==> config.mk <==
export PLATFORM = sky130hd
export DESIGN_NAME = deh_ram
export DESIGN_NICKNAME = d
export VERILOG_FILES = /design/src/sv/deh_ram.sv
export SDC_FILE = /design/constraint.sdc
export NUM_CORES = 1
export LEC_CHECK = 0
export ABC_CLOCK_PERIOD_IN_PS = 2400
export BUFFER_PORTS_ARGS = -buffer_cell sky130_fd_sc_hd__clkbuf_2
export CAP_MARGIN = 20
export CORE_MARGIN = 5
export CORE_UTILIZATION = 40
export CTS_BUF_LIST = sky130_fd_sc_hd__clkbuf_4 sky130_fd_sc_hd__clkbuf_8 sky130_fd_sc_hd__clkbuf_16
export CTS_CLUSTER_SIZE = 28
export DETAILED_ROUTE_END_ITERATION = 12
export GPL_TIMING_DRIVEN = 0
export MAX_ROUTING_LAYER = met4
export PLACE_DENSITY_LB_ADDON = 0.12
export RECOVER_POWER = 25
export SYNTH_ARGS = -nofsm -noshare
export SYNTH_HDL_FRONTEND = slang
export SYNTH_SLANG_ARGS = --single-unit
==> constraint.sdc <==
create_clock -name clk -period 2.4 [get_ports clk]
set_input_delay 0.48 -clock clk [delete_from_list [all_inputs] [get_ports clk]]
set_output_delay 0.48 -clock clk [all_outputs]
set_load 0.1 [all_outputs]
==> src/sv/deh_ram.sv <==
`timescale 1ns / 1ps
// ----------------------------------------------------------------------------
// Generic single-port RAM
// One write or read per cycle, registered read data.
// ----------------------------------------------------------------------------
module deh_ram #(
    parameter int Width = 8,
    parameter int Size  = 64
) (
    input  logic                    clk,
    input  logic                    we,
    input  logic [$clog2(Size)-1:0] addr,
    input  logic [Width-1:0]        wdata,
    output logic [Width-1:0]        rdata
);
    logic [Width-1:0] mem [Size];

    always_ff @(posedge clk)
    begin
        if (we)
        begin
            mem[addr] <= wdata;
        end
        rdata <= mem[addr];
    end
endmodule

==> out/results.txt <==
Outcome -> finished, violations left
Violated checks -> capacitance limit, slew limit, setup timing
Register clock-pin slew on the reported worst setup and hold paths -> 60 ps
Depth of the most critical reg-to-reg path -> 5
Data required time of the critical path -> 2870 ps
Worst reg2reg path startpoint -> mem[6][7]
Grt ovf -> 0
Sequential Power Share -> 0.506
Source-to-sink clock delay at the later pin of the worst-skew pair -> 610 ps
Wire length of the first global-routing pass -> 90,110 um
Leakage -> 7.964 nW
Signed area change from the synthesized netlist to the final layout -> 21.04%
Initial antenna violation count -> 0
Final Slew Violations -> 120
IO buf count -> 22
Iteration-0 DRC count of the detailed router -> 1,427
Net count after synthesis -> 1,187
Clk_skew -> 22.52 ps
Normalized max-slew margin -> -0.02396
Reported net switching power -> 0.004597 W
Number of sinks on the clock net -> 520
Hold Crit Start -> wdata[1]
Worst hold path cell count -> 1
Clock power share -> 0.421
R2R setup slack -> 110 ps
Total Routed Length -> 64,050 um
Critical Path End Type -> flop
Path type of the worst setup path -> primary input to flop
Fraction of power spent switching nets -> 0.2308
YS warnings -> 0
Number of buffers inserted during clock tree synthesis -> 54
Power per cell area -> 804.6 nW/um2
Post-synthesis instance area -> 20,450 um2
Transition time at the pin with the least slew margin -> 1536 ps
Core Box Area -> 50,380 um2
Area after detailed placement -> 21,650 um2
Avg Vias per Cell -> 5.889
Wirelength per Cell -> 31.66 um
Post-synthesis sequential element count -> 520
Post-route fraction of the period consumed by the critical path -> 1.003
Number of search-and-repair iterations in the first detailed-routing pass -> 5
Number of max-capacitance violations reported -> 2
Die X-Extent -> 236.1 um
Proportion of layout cells with a drive suffix above 1 -> 0.2830
Starting density of the core -> 0.4059
Max clock buf depth -> 3
Nets -> 1,324
Cells after Synth -> 1,171
Mapped Avg Cell Area -> 17.46 um2
Internal power of the cells -> 0.01532 W
Worst reg2reg endpoint -> rdata[7]
DRC violations left -> 0
Final cell utilization of the core -> 0.4913
Largest voltage drop on the vdd net -> 0.0005250 V
Maximum number of pins on one net before global-route repair -> 65
Placement row count -> 82
Max H-tree Level -> 2
Total global-route track usage -> 0.2332
Final worst-path setup slack -> -7.800 ps
Post-layout minimum cycle time -> 2408 ps
Weighted congestion at the end of routability-driven global placement -> 0.9247
Via count of the first global-routing pass -> 11.93k
Hold Fails Final Rpt -> 0
Combinational share of power -> 0.073
Endpoint, Worst Hold -> mem[51][1]
RSZ-0062 raised after global routing -> no
Die Outline Area -> 55,750 um2
Cell chosen for the clock root -> clkbuf_16
Number of distinct standard cells referenced by the synthesized netlist -> 56
CTS tree -> done
Number of synthesized flops with an enable pin -> 512
HPWL after detailed placement -> 41,480 um
Max Fanout on Critical Path -> 10
Share of the yosys chip area belonging to registers -> 0.7597
Peak clock frequency supported by timing -> 415.3 MHz
Chip height -> 236.1 um
Non-Filler Cell Area, Final -> 24,750 um2
Number of top-level pins -> 24
Async S/R FF share, synth -> 0
Final antenna-violating net count -> 0
Min-Delay Path Class -> primary input to flop
Vias after detailed routing -> 11.91k
Number of endpoints failing setup at the final stage -> 2
Nature of the critical path startpoint -> primary input
Most used DFF post-synth -> edfxtp_1
Arrival time reported for the critical path endpoint -> 2870 ps
cells in the final DEF (no fill, tap or decap), types with 6 or more instances in the layout:
master	n
and3_1	9
a221o_1	11
nand2b_1	22
o22ai_1	22
clkbuf_16	55
o21ai_0	9
dfxtp_1	8
and4_1	6
buf_12	21
a22oi_1	40
mux2_1	7
a221oi_1	21
nor2_1	17
mux2i_1	59
a21oi_1	25
edfxtp_1	512
buf_6	15
buf_2	17
clkinv_2	13
a32oi_1	7
o2bb2ai_1	7
clkinv_1	11
nand3b_1	12
clkbuf_8	7
o22a_1	10
and2_1	9
o221ai_1	9
a22o_1	10
nor2_4	65
nand2_1	40
clkbuf_2	30
clkbuf_4	15
mux4_2	41
a31oi_1	14
nor2b_1	6
buf_4	50
clkbuf_1	17
cell families (layout without fill, tap and decap cells):
group / count (synthesis) / after routing / share of synthesized area
other: 0 / 1 / 0
flip-flops: 520 / 520 / 0.7597
buffers and inverters: 84 / 263 / 0.01982
multiplexers: 116 / 116 / 0.08260
AO/OA/AOI/OAI: 222 / 222 / 0.08076
AND/OR/NAND/NOR: 229 / 229 / 0.05715
through the flow:
stage	TNS, ps	hold slack [ps]	std cells	worst slack [ps]	power, W
2_1_floorplan	-16630	562.7	1171	-86.51	0.01097
3_3_place_gp	-843050	615.3	1865	-1986	0.01158
3_5_place_dp	-855860	604.3	1870	-2000	0.01160
4_1_cts	-23.57	339.5	2022	-23.57	0.01999
5_1_grt	0	425.1	2022	4.809	0.02046
6_report	-14.77	429.7	2023	-7.800	0.01992
state kept, by name, summed over array words and instances (netlist names):
register / count
rdata: 8
mem: 512
synth_stat cells, types with 10 or more instances:
library cell  instances  share of area
a31oi_1              15         0.0046
a21oi_1              28         0.0069
nand2b_1             24         0.0073
a22o_1               10         0.0043
buf_2                30         0.0073
nor2_1               82          0.015
a221o_1              11         0.0054
clkbuf_1             36         0.0066
a22oi_1              40          0.015
o22a_1               11         0.0047
nand2_1              45         0.0083
nand3b_1             12         0.0044
a221oi_1             21         0.0090
mux2i_1              63          0.031
o22ai_1              22         0.0067
mux4_2               41          0.045
edfxtp_1            512           0.75
per-layer routing:
metal  track usage  vias to the layer above  routed length, um
li1              -                     5062                  -
met1        0.3121                     6197              26630
met2        0.3516                      509              29450
met3       0.06424                      145               5832
met4       0.07178                        0               2134
met5             -                        -                  0
power by group through the flow:
stage | Clock (W) | Combinational [W] | Sequential [W]
6_report | 0.00839 | 0.00145 | 0.0101
5_1_grt | 0.00888 | 0.00150 | 0.0101
4_1_cts | 0.00848 | 0.00144 | 0.0101
3_5_place_dp | 0 | 0.00133 | 0.0103
3_3_place_gp | 0 | 0.00130 | 0.0103
2_1_floorplan | 0 | 0.000557 | 0.0104
layout make-up:
type                       instances  area [um2]
fill                            4170       25620
sequential                       520       15530
multi-input combinational        567        5231
clock buffer                      67        1510
timing repair buffer              83       842.1
tap                              672       840.8
buffer                            79       528.0
clock inverter                    31       250.2
inverter                           3       11.26
antenna                            1       2.502
critical path: stages:
cell and delay [ps]:
buf_2 260, buf_6 260, buf_6 290, buf_6 230, mux2i_1 250, o22a_1 200
a21oi_1 200, nor4_4 520, nand4_1 140
worst max-delay path by stage:
| stage | from | endpoint | slack [ps] |
|---|---|---|---|
| finish | addr[2] | rdata[2] | -8 |
| global route | addr[2] | rdata[4] | 5 |
| CTS | addr[2] | rdata[7] | -20 |
| detailed placement | addr[2] | mem[4][2] | -2000 |
| global placement | addr[2] | mem[31][3] | -1990 |
| floorplan | addr[1] | mem[14][0] | -90 |
repair_timing:
item                                    4_1_cts  5_1_grt
resized for setup                           185       39
hold buffers                                  0        0
pin swaps                                    34        4
endpoints found under the setup margin      520       44
buffers inserted                             55        1
No activity file was read; power rests on OpenSTA's default activity.
